`config.mk`:
```
export PLATFORM = sky130hd
export DESIGN_NAME = periodic_task_slot_scheduler_flat
export DESIGN_NICKNAME = d
export VERILOG_FILES = /design/src/hdl/pts_pkg.sv /design/src/hdl/pts_if.sv /design/src/hdl/pts_ctrl.sv /design/src/hdl/pts_datapath.sv /design/src/hdl/periodic_task_slot_scheduler.sv /design/src/flat_wrapper.sv
export SDC_FILE = /design/constraint.sdc
export NUM_CORES = 2
export LEC_CHECK = 0
export BUFFER_PORTS_ARGS = -buffer_cell sky130_fd_sc_hd__clkbuf_2
export CORE_ASPECT_RATIO = 1.75
export CORE_MARGIN = 3
export CORE_UTILIZATION = 35
export DETAILED_ROUTE_END_ITERATION = 8
export HOLD_SLACK_MARGIN = 0.05
export PLACE_DENSITY_LB_ADDON = 0.2
export SETUP_SLACK_MARGIN = 0.1
export SLEW_MARGIN = 40
export SYNTH_ARGS = -nofsm -noshare
export SYNTH_HDL_FRONTEND = slang
export SYNTH_HIERARCHICAL = 1
export SYNTH_SLANG_ARGS = --single-unit
export TNS_END_PERCENT = 30
```
`constraint.sdc`:
```
create_clock -name clock -period 11.8 [get_ports clock]
set_input_delay 0.59 -clock clock [delete_from_list [all_inputs] [get_ports clock]]
set_output_delay 0.59 -clock clock [all_outputs]
set_load 0.01 [all_outputs]
```
`src/hdl/pts_pkg.sv`:
```
package pts_pkg;

   localparam int SLOTS       = 16;
   localparam int MAX_RESULTS = 16;
   localparam int IDX_W       = (SLOTS > 1) ? $clog2(SLOTS) : 1;
   localparam int CNT_W       = $clog2(SLOTS + 1);
   localparam int RES_W       = $clog2(MAX_RESULTS + 1);

   localparam logic [1:0] OP_TICK     = 2'd0;
   localparam logic [1:0] OP_ADD      = 2'd1;
   localparam logic [1:0] OP_DELETE   = 2'd2;
   localparam logic [1:0] OP_DISPATCH = 2'd3;

   localparam logic [2:0] ST_OK         = 3'd0;
   localparam logic [2:0] ST_NEGATIVE   = 3'd1;
   localparam logic [2:0] ST_FULL       = 3'd2;
   localparam logic [2:0] ST_NO_TASKS   = 3'd3;
   localparam logic [2:0] ST_CANNOT_DEL = 3'd4;

   typedef struct packed {
      logic [1:0]  opcode;
      logic [7:0]  task_tag;
      logic [31:0] start_delay;
      logic [31:0] repeat_period;
      logic [7:0]  slot_index;
   } req_payload_type;

   typedef struct packed {
      logic [2:0] status;
      logic [4:0] slot_out;
      logic [7:0] tag_out;
      logic       ran;
      logic       last;
   } rsp_payload_type;

   typedef enum logic [2:0] {
      CMD_NONE,
      CMD_ADD,
      CMD_DELETE,
      CMD_TICK_SLOT,
      CMD_DISPATCH_SLOT,
      CMD_DONE
   } cmd_op_type;

   typedef struct packed {
      cmd_op_type       op;
      logic [IDX_W-1:0] idx;
      logic             last;
   } cmd_type;

   typedef struct packed {
      logic any_pend;
      logic pend_here;
      logic pend_above;
   } dp_status_type;

endpackage

```
`src/hdl/pts_if.sv`:
```
interface pts_req_if;
   import pts_pkg::*;
   logic            valid;
   logic            ready;
   req_payload_type payload;
   modport source (output valid, output payload, input ready);
   modport sink (input valid, input payload, output ready);
endinterface

interface pts_rsp_if;
   import pts_pkg::*;
   logic            valid;
   logic            ready;
   rsp_payload_type payload;
   modport source (output valid, output payload, input ready);
   modport sink (input valid, input payload, output ready);
endinterface

```
`src/hdl/pts_ctrl.sv`:
```
module pts_ctrl (
   input  logic                  clock,
   input  logic                  reset,
   input  logic                  req_valid,
   input  logic [1:0]            req_opcode,
   output logic                  req_ready,
   input  logic                  rsp_ready,
   output logic                  rsp_valid,
   input  pts_pkg::dp_status_type dp_status,
   output pts_pkg::cmd_type      cmd
);
   import pts_pkg::*;

   typedef enum logic [1:0] {
      S_IDLE,
      S_TICK,
      S_TICK_END,
      S_DISPATCH
   } state_type;

   state_type        state_ff, state_in;
   logic [IDX_W-1:0] idx_ff, idx_in;
   logic [RES_W-1:0] n_ff, n_in;
   logic             rsp_valid_ff, rsp_valid_in;
   logic             rsp_free, load, last_rec;

   always_comb begin
      rsp_free  = !rsp_valid_ff || rsp_ready;
      state_in  = state_ff;
      idx_in    = idx_ff;
      n_in      = n_ff;
      load      = 1'b0;
      req_ready = 1'b0;
      last_rec  = !dp_status.pend_above || (n_ff == RES_W'(MAX_RESULTS - 1));
      cmd.op    = CMD_NONE;
      cmd.idx   = idx_ff;
      cmd.last  = 1'b0;
      case (state_ff)
         S_IDLE: begin
            req_ready = rsp_free;
            if (req_valid && rsp_free) begin
               case (req_opcode)
                  OP_TICK: begin
                     state_in = S_TICK;
                     idx_in   = '0;
                  end
                  OP_ADD: begin
                     cmd.op = CMD_ADD;
                     load   = 1'b1;
                  end
                  OP_DELETE: begin
                     cmd.op = CMD_DELETE;
                     load   = 1'b1;
                  end
                  default: begin
                     if (dp_status.any_pend) begin
                        state_in = S_DISPATCH;
                        idx_in   = '0;
                        n_in     = '0;
                     end else begin
                        cmd.op = CMD_DONE;
                        load   = 1'b1;
                     end
                  end
               endcase
            end
         end
         S_TICK: begin
            cmd.op = CMD_TICK_SLOT;
            idx_in = idx_ff + 1'b1;
            if (idx_ff == IDX_W'(SLOTS - 1)) begin
               state_in = S_TICK_END;
            end
         end
         S_TICK_END: begin
            if (rsp_free) begin
               cmd.op   = CMD_DONE;
               load     = 1'b1;
               state_in = S_IDLE;
            end
         end
         S_DISPATCH: begin
            if (dp_status.pend_here) begin
               if (rsp_free) begin
                  cmd.op   = CMD_DISPATCH_SLOT;
                  cmd.last = last_rec;
                  load     = 1'b1;
                  n_in     = n_ff + 1'b1;
                  idx_in   = idx_ff + 1'b1;
                  if (last_rec) begin
                     state_in = S_IDLE;
                  end
               end
            end else begin
               idx_in = idx_ff + 1'b1;
            end
         end
         default: begin
            state_in = S_IDLE;
         end
      endcase
      if (load) begin
         rsp_valid_in = 1'b1;
      end else if (rsp_ready) begin
         rsp_valid_in = 1'b0;
      end else begin
         rsp_valid_in = rsp_valid_ff;
      end
   end

   always_ff @(posedge clock) begin
      if (reset) begin
         state_ff     <= S_IDLE;
         idx_ff       <= '0;
         n_ff         <= '0;
         rsp_valid_ff <= 1'b0;
      end else begin
         state_ff     <= state_in;
         idx_ff       <= idx_in;
         n_ff         <= n_in;
         rsp_valid_ff <= rsp_valid_in;
      end
   end

   assign rsp_valid = rsp_valid_ff;

endmodule

```
`src/hdl/pts_datapath.sv`:
```
module pts_datapath (
   input  logic                    clock,
   input  logic                    reset,
   input  pts_pkg::cmd_type        cmd,
   input  pts_pkg::req_payload_type req_payload,
   output pts_pkg::rsp_payload_type rsp_payload,
   output pts_pkg::dp_status_type  dp_status
);
   import pts_pkg::*;

   logic             valid_ff [SLOTS];
   logic [7:0]       tag_ff [SLOTS];
   logic [31:0]      delay_ff [SLOTS];
   logic [31:0]      period_ff [SLOTS];
   logic [7:0]       run_ff [SLOTS];
   logic [CNT_W-1:0] count_ff;
   rsp_payload_type  rsp_ff, rsp_in;

   logic [SLOTS-1:0] pend;
   logic             free_found;
   logic [IDX_W-1:0] free_idx;
   logic             add_bad, del_ok;
   logic [IDX_W-1:0] del_idx;
   logic [31:0]      cur_delay, dec_delay, new_delay;
   logic [7:0]       new_run;
   logic             fire;

   always_comb begin
      free_found = 1'b0;
      free_idx   = '0;
      for (int s = SLOTS - 1; s >= 0; s--) begin
         pend[s] = (run_ff[s] != 8'd0);
         if (!valid_ff[s]) begin
            free_found = 1'b1;
            free_idx   = IDX_W'(s);
         end
      end
      dp_status.any_pend   = |pend;
      dp_status.pend_here  = pend[cmd.idx];
      dp_status.pend_above = |((pend >> cmd.idx) >> 1);

      add_bad = req_payload.start_delay[31] || req_payload.repeat_period[31];
      del_idx = req_payload.slot_index[IDX_W-1:0];
      del_ok  = (32'(req_payload.slot_index) < 32'(SLOTS)) && valid_ff[del_idx];

      cur_delay = delay_ff[cmd.idx];
      dec_delay = (cur_delay != 32'd0) ? cur_delay - 32'd1 : cur_delay;
      fire      = valid_ff[cmd.idx] && (dec_delay == 32'd0);
      new_delay = (fire && (period_ff[cmd.idx] != 32'd0)) ? period_ff[cmd.idx] : dec_delay;
      new_run   = fire ? run_ff[cmd.idx] + 8'd1 : run_ff[cmd.idx];

      rsp_in      = rsp_ff;
      rsp_in.last = 1'b1;
      case (cmd.op)
         CMD_ADD: begin
            rsp_in = '{status: ST_OK, slot_out: '0, tag_out: '0, ran: 1'b0, last: 1'b1};
            if (add_bad) begin
               rsp_in.status = ST_NEGATIVE;
            end else if (!free_found) begin
               rsp_in.status   = ST_FULL;
               rsp_in.slot_out = 5'(SLOTS);
            end else begin
               rsp_in.slot_out = 5'(free_idx);
            end
         end
         CMD_DELETE: begin
            rsp_in = '{status: ST_OK, slot_out: '0, tag_out: '0, ran: 1'b0, last: 1'b1};
            if (count_ff == '0) begin
               rsp_in.status = ST_NO_TASKS;
            end else if (!del_ok) begin
               rsp_in.status = ST_CANNOT_DEL;
            end
         end
         CMD_DISPATCH_SLOT: begin
            rsp_in = '{status: ST_OK, slot_out: 5'(cmd.idx), tag_out: tag_ff[cmd.idx],
                       ran: 1'b1, last: cmd.last};
         end
         CMD_DONE: begin
            rsp_in = '{status: ST_OK, slot_out: '0, tag_out: '0, ran: 1'b0, last: 1'b1};
         end
         default: begin
            rsp_in = rsp_ff;
         end
      endcase
   end

   always_ff @(posedge clock) begin
      if (reset) begin
         for (int s = 0; s < SLOTS; s++) begin
            valid_ff[s]  <= 1'b0;
            tag_ff[s]    <= '0;
            delay_ff[s]  <= '0;
            period_ff[s] <= '0;
            run_ff[s]    <= '0;
         end
         count_ff <= '0;
      end else begin
         case (cmd.op)
            CMD_ADD: begin
               if (!add_bad && free_found) begin
                  valid_ff[free_idx]  <= 1'b1;
                  tag_ff[free_idx]    <= req_payload.task_tag;
                  delay_ff[free_idx]  <= req_payload.start_delay;
                  period_ff[free_idx] <= req_payload.repeat_period;
                  run_ff[free_idx]    <= '0;
                  count_ff            <= count_ff + 1'b1;
               end
            end
            CMD_DELETE: begin
               if (count_ff != '0 && del_ok) begin
                  valid_ff[del_idx]  <= 1'b0;
                  tag_ff[del_idx]    <= '0;
                  delay_ff[del_idx]  <= '0;
                  period_ff[del_idx] <= '0;
                  run_ff[del_idx]    <= '0;
                  count_ff           <= count_ff - 1'b1;
               end
            end
            CMD_TICK_SLOT: begin
               delay_ff[cmd.idx] <= new_delay;
               run_ff[cmd.idx]   <= new_run;
            end
            CMD_DISPATCH_SLOT: begin
               if (period_ff[cmd.idx] == 32'd0) begin
                  valid_ff[cmd.idx] <= 1'b0;
                  tag_ff[cmd.idx]   <= '0;
                  delay_ff[cmd.idx] <= '0;
                  run_ff[cmd.idx]   <= '0;
                  if (count_ff != '0) begin
                     count_ff <= count_ff - 1'b1;
                  end
               end else begin
                  run_ff[cmd.idx] <= run_ff[cmd.idx] - 8'd1;
               end
            end
            default: begin
            end
         endcase
      end
   end

   always_ff @(posedge clock) begin
      rsp_ff <= rsp_in;
   end

   assign rsp_payload = rsp_ff;

endmodule

```
`src/hdl/periodic_task_slot_scheduler.sv`:
```
// Add and delete results are registered and shown the next cycle.
// Tick walks the slot table one slot per cycle; after the last slot it waits until the
// result register can move, then registers its result and returns to idle.
// Dispatch walks the table one slot per cycle, but stalls while a result cannot move on.
// A new transaction is accepted only in the idle state, while the result register can move.
// Synchronous active-high reset empties every slot and clears the task count.
module periodic_task_slot_scheduler (
   input logic       clock,
   input logic       reset,
   pts_req_if.sink   req_chan,
   pts_rsp_if.source rsp_chan
);
   import pts_pkg::*;

   cmd_type       cmd;
   dp_status_type dp_status;

   pts_ctrl u_ctrl (
      .clock      (clock),
      .reset      (reset),
      .req_valid  (req_chan.valid),
      .req_opcode (req_chan.payload.opcode),
      .req_ready  (req_chan.ready),
      .rsp_ready  (rsp_chan.ready),
      .rsp_valid  (rsp_chan.valid),
      .dp_status  (dp_status),
      .cmd        (cmd)
   );

   pts_datapath u_datapath (
      .clock       (clock),
      .reset       (reset),
      .cmd         (cmd),
      .req_payload (req_chan.payload),
      .rsp_payload (rsp_chan.payload),
      .dp_status   (dp_status)
   );

endmodule

```
`src/flat_wrapper.sv`:
```
// flat-port wrapper written by rule: the top's interface ports become plain ports
module periodic_task_slot_scheduler_flat import pts_pkg::*;
  (clock, reset, req_chan_valid, req_chan_payload, req_chan_ready, rsp_chan_valid, rsp_chan_payload, rsp_chan_ready);
  pts_req_if req_chan_i ();
  pts_rsp_if rsp_chan_i ();
  input logic clock;
  input logic reset;
  input wire logic [$bits(req_chan_i.valid)-1:0] req_chan_valid;
  input wire logic [$bits(req_chan_i.payload)-1:0] req_chan_payload;
  output wire logic [$bits(req_chan_i.ready)-1:0] req_chan_ready;
  output wire logic [$bits(rsp_chan_i.valid)-1:0] rsp_chan_valid;
  output wire logic [$bits(rsp_chan_i.payload)-1:0] rsp_chan_payload;
  input wire logic [$bits(rsp_chan_i.ready)-1:0] rsp_chan_ready;
  assign req_chan_i.valid = req_chan_valid;
  assign req_chan_i.payload = req_chan_payload;
  assign req_chan_ready = req_chan_i.ready;
  assign rsp_chan_valid = rsp_chan_i.valid;
  assign rsp_chan_payload = rsp_chan_i.payload;
  assign rsp_chan_i.ready = rsp_chan_ready;
  periodic_task_slot_scheduler u_core (.clock(clock), .reset(reset), .req_chan(req_chan_i), .rsp_chan(rsp_chan_i));
endmodule
```
Word level (Yosys, flattened, before mapping)
Memory sizes are Yosys's and may differ from the RTL's. A register that Yosys moved wholly into a read port is not among the register bits.
Index checks and enable logic that the tools add are counted.

word-level totals
  bits in registers = 35
  bits in writable memories = 1296
  input port bits = 86
  output and inout bits = 20
  word-level logic and storage cells = 283
  memories = 5

memories
  memory                       depth  bits a word  rd ports  clocked after Yosys merged registers in  write ports  RTL line            source
  u_core.u_datapath.delay_ff   16     32           1         1                                        16           pts_datapath.sv:13  logic [31:0] delay_ff [SLOTS];
  u_core.u_datapath.period_ff  16     32           1         1                                        16           pts_datapath.sv:14  logic [31:0] period_ff [SLOTS];
  u_core.u_datapath.run_ff     16     8            17        1                                        16           pts_datapath.sv:15  logic [7:0] run_ff [SLOTS];
  u_core.u_datapath.tag_ff     16     8            1         1                                        16           pts_datapath.sv:12  logic [7:0] tag_ff [SLOTS];
  u_core.u_datapath.valid_ff   16     1            18        1                                        16           pts_datapath.sv:11  logic valid_ff [SLOTS];

cells by class
  add/sub/neg operators = 7
  magnitude comparators = 2
  equal/unequal tests = 27
  shifts and indexed selects = 1
  muxes and demuxes = 165
  bitwise operators = 3
  reduce and logical (&&, ||, !) cells = 63

operators with widths
  kind                   number
  $mux 32                8
  $mux 4                 44
  $reduce_or 32->1       5
  $reduce_bool 8->1      16
  $mux 8                 9
  $pmux 18 s4            1
  $mux 1                 65
  $logic_not 32->1       2
  $reduce_bool 32->1     2
  $mux 5                 11
  $reduce_or 8->1        6
  $sub 32x1->32 const B  1
  $mux 3                 8
  $ne 2x2->1 const B     11
  $mux 2                 8
  $reduce_or 16->1       1
  $shr 16x4->16          1
  $pmux 5 s3             1
  $reduce_or 15->1       1
  $pmux 3 s4             1
  $pmux 4 s3             1
  $add 5x1->5 const B    2
  $pmux 5 s2             1
  $reduce_and 5->1       2
  38 further kinds       60

Longest topological paths before layout
An unclocked memory read counts as a cell.

  depth after elaboration = 26
  gate-level depth with buffers = 30
  gate-level depth less buffers = 20

Hierarchy
Netlist, hierarchy kept.

modules (own cells, without submodules)
  module        instances  cells each  area an instance (sq um)  sequential area each (sq um)
  pts_datapath  1          4242        60397.9                   39557.9
  pts_ctrl      1          98          825.8                     240.2

Worst setup path before layout
OpenSTA, ideal clock, no wires.

  kind = register to register
  start = register u_core.u_ctrl.idx_ff[0]
  end = memory u_core.u_datapath.period_ff[9][0], enable pin
  setup time = 394 ps
  arrival time = 6863 ps
  data required time = 11406 ps
  setup slack = 4543 ps
  stages on the path, launching flop included = 27
  path buffers = 12
  period minus slack after synthesis = 7257 ps
  cell sequence = dfxtp_1 > buf_6 > buf_6 > buf_6 > buf_6 > buf_6 > buf_4 > buf_2 > buf_2 > buf_2 > clkbuf_1 > nand3_1 > o211ai_1 > o21ai_0 > mux4_2 > o21ai_0 > o31a_1 > nor2_1 > clkbuf_1 > nand2b_1 > or4_1 > clkbuf_1 > inv_1 > nand2_1 > a211oi_1 > nand2_1 > nand2b_1

RTL lines
  element                 RTL line            source
  from (decl)             pts_ctrl.sv:22      logic [IDX_W-1:0] idx_ff, idx_in;
  from (signal assigned)  pts_ctrl.sv:119     idx_ff <= idx_in;
  to (decl)               pts_datapath.sv:14

==> results_dict.tcl <==
set metrics [dict create \
    status "complete, no violations" \
    dpl-instance-area_mm2 0.0648 \
    numCtsBuffers 121 \
    cts.clk_slew.worst_paths_ns 0.07 \
    final.setup_skew_ns 0.0433 \
    p_sw_share_pct 25.0 \
    io_pins 106 \
    detailedRoute.firstIterationViolations 3632 \
    place_worst_setup_slack_ns 4.13 \
    std_cell_rows 202 \
    port_buffers 105 \
    postRouteAntennaNets 0 \
    synthDominantAreaCellType "edfxtp_1" \
    antenna_found_initial 7 \
    maxClockFrequency_mhz 129 \
    fp.dieArea_mm2 0.180 \
    setup_violations 0 \
    cap_violations 0 \
    synthFlopType "edfxtp_1" \
    netlist_instances 4340 \
    synth.ff_latch_count 1331 \
    wire_per_inst_um 32.2 \
    post-route-cell-area_mm2 0.0691 \
    synth-edff-count 1314 \
    fp.dieH_um 559 \
    number_of_max_slew_violations_in_the_final_report 0 \
    max-clock-path-buffers 3 \
    post_route_cells_drive_above_1_share_pct 21.6 \
    drt_pre_antenna_iters 5 \
    p_leak_nw 23.6 \
    post_synth.cell_area_avg_um2 14.1 \
    cts-root-buf "clkbuf_16" \
    detail_route.vias_per_cell 5.69 \
    floorplan.initialDensity_pct 35.3 \
    post-route-min-period_ns 7.74 \
    synth_area_leaders "edfxtp_1 (64%), mux4_2 (13%), nor2_1 (7.3%)" \
    comb_power_share_pct 11.3 \
    async_reset_ff_share_pct 0 \
    power_density_mw_per_mm2 157 \
    post_synth_most_frequent_cells "edfxtp_1 (1314), nor2_1 (1191), mux4_2 (364)" \
    insertion_delay_ns 0.75 \
    grt_first_pass_wirelength_um 302000 \
    worst_ep_required_time_ns 12.38 \
    post-cts-setup-buffer-count 0 \
    timing.max_slew.rel_slack_pct 39.1 \
    cp-start-kind "flip-flop" \
    design.core.area_mm2 0.173 \
    final_critical_path_setup_slack_ns 4.06 \
    power.clock.fraction_pct 38.5 \
    peakVddDrop_v 0.000187 \
    tightest_slew_ns 0.891 \
    drt_drc_violations_left 0 \
    timing.final.hold_violations 0 \
    synthDominantCellAreaShare_pct 64.4 \
    setup-tns-final_ns 0 \
    die_w_um 322 \
    cp_data_arrival_time_ns 8.32 \
    finalNetCount 4483 \
    overall_via_count_from_detail_route 38300 \
    switchingPower_mw 2.71 \
    n_fill_cell 16200 \
    power_report.internal_total_mw 8.15 \
    worst_setup_path_end_kind "flip-flop" \
    route.final.wire_length_um 217000 \
    ctsHtreeMaxLevel 3 \
    grt.overflow.total 0 \
    post-dp-hpwl_um 148000 \
    post_synthesis_cell_area_mm2 0.0612 \
    rsz0062_at_grt "no" \
    grt_pass1_vias 39500 \
    grt_start_max_net_pins 91 \
    cts_repair_resize_count 0 \
    postCtsHoldBufs 0 \
    cts_tree "done" \
    critPathKind "flip-flop to flip-flop" \
    area.growth.synth_to_final_pct 12.8 \
    tritoncts_num_sinks 1331 \
    groute.usage.overall_pct 23.8 \
    synth_seq_area_share_pct 65.0 \
    yosysUniqueCellTypes 95 \
    finalCritPeriodShare_pct 65.6 \
    globalplace.congestion 1.01 \
    yosysWarningCount 6 \
    timing.critical_path.fanout_max 60 \
    hp-class "input port to flip-flop" \
    yosysMostFrequentCell "edfxtp_1" \
    power_frac_seq_pct 50.2 \
]
==> per-layer routing <==
metal	vias to the layer above	routed length [µm]	global-route usage [%]
met2	1465	115000	43.4
met4	4	17300	15.9
met3	484	11900	3.58
met5	-	28	0
met1	20100	72300	25.2
li1	16300	-	-
==> final cells by class <==
type | count | area, µm² | share of cell area (%)
Antenna cell | 2 | 5.00 | 0.00725
Sequential cell | 1331 | 39800 | 57.7
Clock buffer | 139 | 3120 | 4.51
Clock inverter | 87 | 1000 | 1.45
Inverter | 24 | 95.1 | 0.138
Tap cell | 2244 | 2810 | 4.07
Timing Repair Buffer | 236 | 1750 | 2.54
Multi-Input combinational cell | 2669 | 20500 | 29.6
==> worst paths after layout <==
kind              slack [ns]  cells after the start                    start                           endpoint
setup / recovery        4.06                     18  u_core/u_ctrl/idx_ff[0]  u_core/u_datapath/delay_ff[3][22]
hold / removal          0.25                      3           req_chan_valid          u_core/u_ctrl/state_ff[0]
setup reg to reg        4.06                     18  u_core/u_ctrl/idx_ff[0]  u_core/u_datapath/delay_ff[3][22]
hold reg to reg         0.49                      2    u_core/u_ctrl/n_ff[4]              u_core/u_ctrl/n_ff[4]
==> sequential cells by signal, indices dropped and copies added (netlist names) <==
register,flops
u_core/u_ctrl/rsp_valid,1
u_core/u_datapath/delay_ff,512
u_core/u_datapath/count_ff,5
u_core/u_datapath/period_ff,512
u_core/u_ctrl/idx_ff,4
u_core/u_datapath/run_ff,128
u_core/u_datapath/tag_ff,128
u_core/u_ctrl/state_ff,2
u_core/u_datapath/valid_ff,16
u_core/u_datapath/rsp_payload,18
u_core/u_ctrl/n_ff,5
==> cells in the final DEF (no fill, tap or decap), types with 15 or more instances in the layout <==
master,Yosys,routed
a21o_1,20,19
a21oi_1,59,48
a21oi_2,23,19
a21oi_4,0,15
a22o_1,17,17
a22oi_1,32,32
and2_1,143,144
buf_4,33,106
bufinv_16,0,21
clkbuf_1,213,17
clkbuf_16,0,122
clkbuf_2,0,104
clkinv_1,0,28
clkinv_2,0,24
conb_1,1,16
edfxtp_1,1314,1314
inv_1,23,23
mux2_2,20,20
mux2i_1,34,31
mux4_2,364,364
nand2_1,195,167
nand2_2,1,22
nand2b_1,65,34
nand2b_2,0,16
nand2b_4,1,16
nand3_1,40,39
nand4_1,23,23
nor2_1,1191,1188
nor3_1,31,30
nor3b_1,20,20
nor4_1,46,44
o21ai_0,60,58
o22ai_1,21,20
xnor2_1,20,19
==> worst max-delay path, stage by stage (launching register included) <==
cell	delay, ns
dfxtp_4	0.61
buf_12	0.29
buf_12	0.26
buf_16	0.40
mux4_2	0.63
a22oi_2	0.57
nand2_2	0.25
nor4b_1	0.65
nand3_1	0.40
a2111oi_0	0.79
xnor2_1	0.25
nand3_1	0.26
nor3_1	0.28
buf_4	0.23
and4_1	0.20
buf_4	0.62
a21oi_4	0.30
buf_8	0.24
nor2_1	0.09
==> power by group through the flow <==
| stage | Clock [mW] | Combinational [mW] | Sequential [mW] |
|---|---|---|---|
| global route | 4.44 | 1.27 | 5.47 |
| global placement | 0 | 1.20 | 5.56 |
| detailed placement | 0 | 1.22 | 5.56 |
| floorplan | 0 | 0.712 | 5.53 |
| finish | 4.18 | 1.23 | 5.45 |
| CTS | 4.27 | 1.23 | 5.45 |
==> logic make-up after synthesis <==
group           count (synthesis)  synth area share [%]
flops                        1331                  65.0
buf+inv                       355                  2.67
mux                           419                  14.3
compound gates                339                  3.85
simple gates                 1856                  13.5
xor+xnor                       25                 0.358
fa+ha+maj                      14                 0.298
other cells                     1               0.00613
==> stage by stage <==
stage | hold slack, ns | power, mW | util (%) | cells
after floorplan | 0.453 | 6.24 | - | 4355
after global placement | 0.459 | 6.75 | 37.2 | 6487
after detailed placement | 0.477 | 6.78 | 37.4 | 6501
after CTS | 0.214 | 10.9 | 39.8 | 6727
after global routing | 0.237 | 11.2 | 39.8 | 6731
final | 0.252 | 10.9 | 39.8 | 6732
Note: power is estimated with default switching activity, not from simulation.
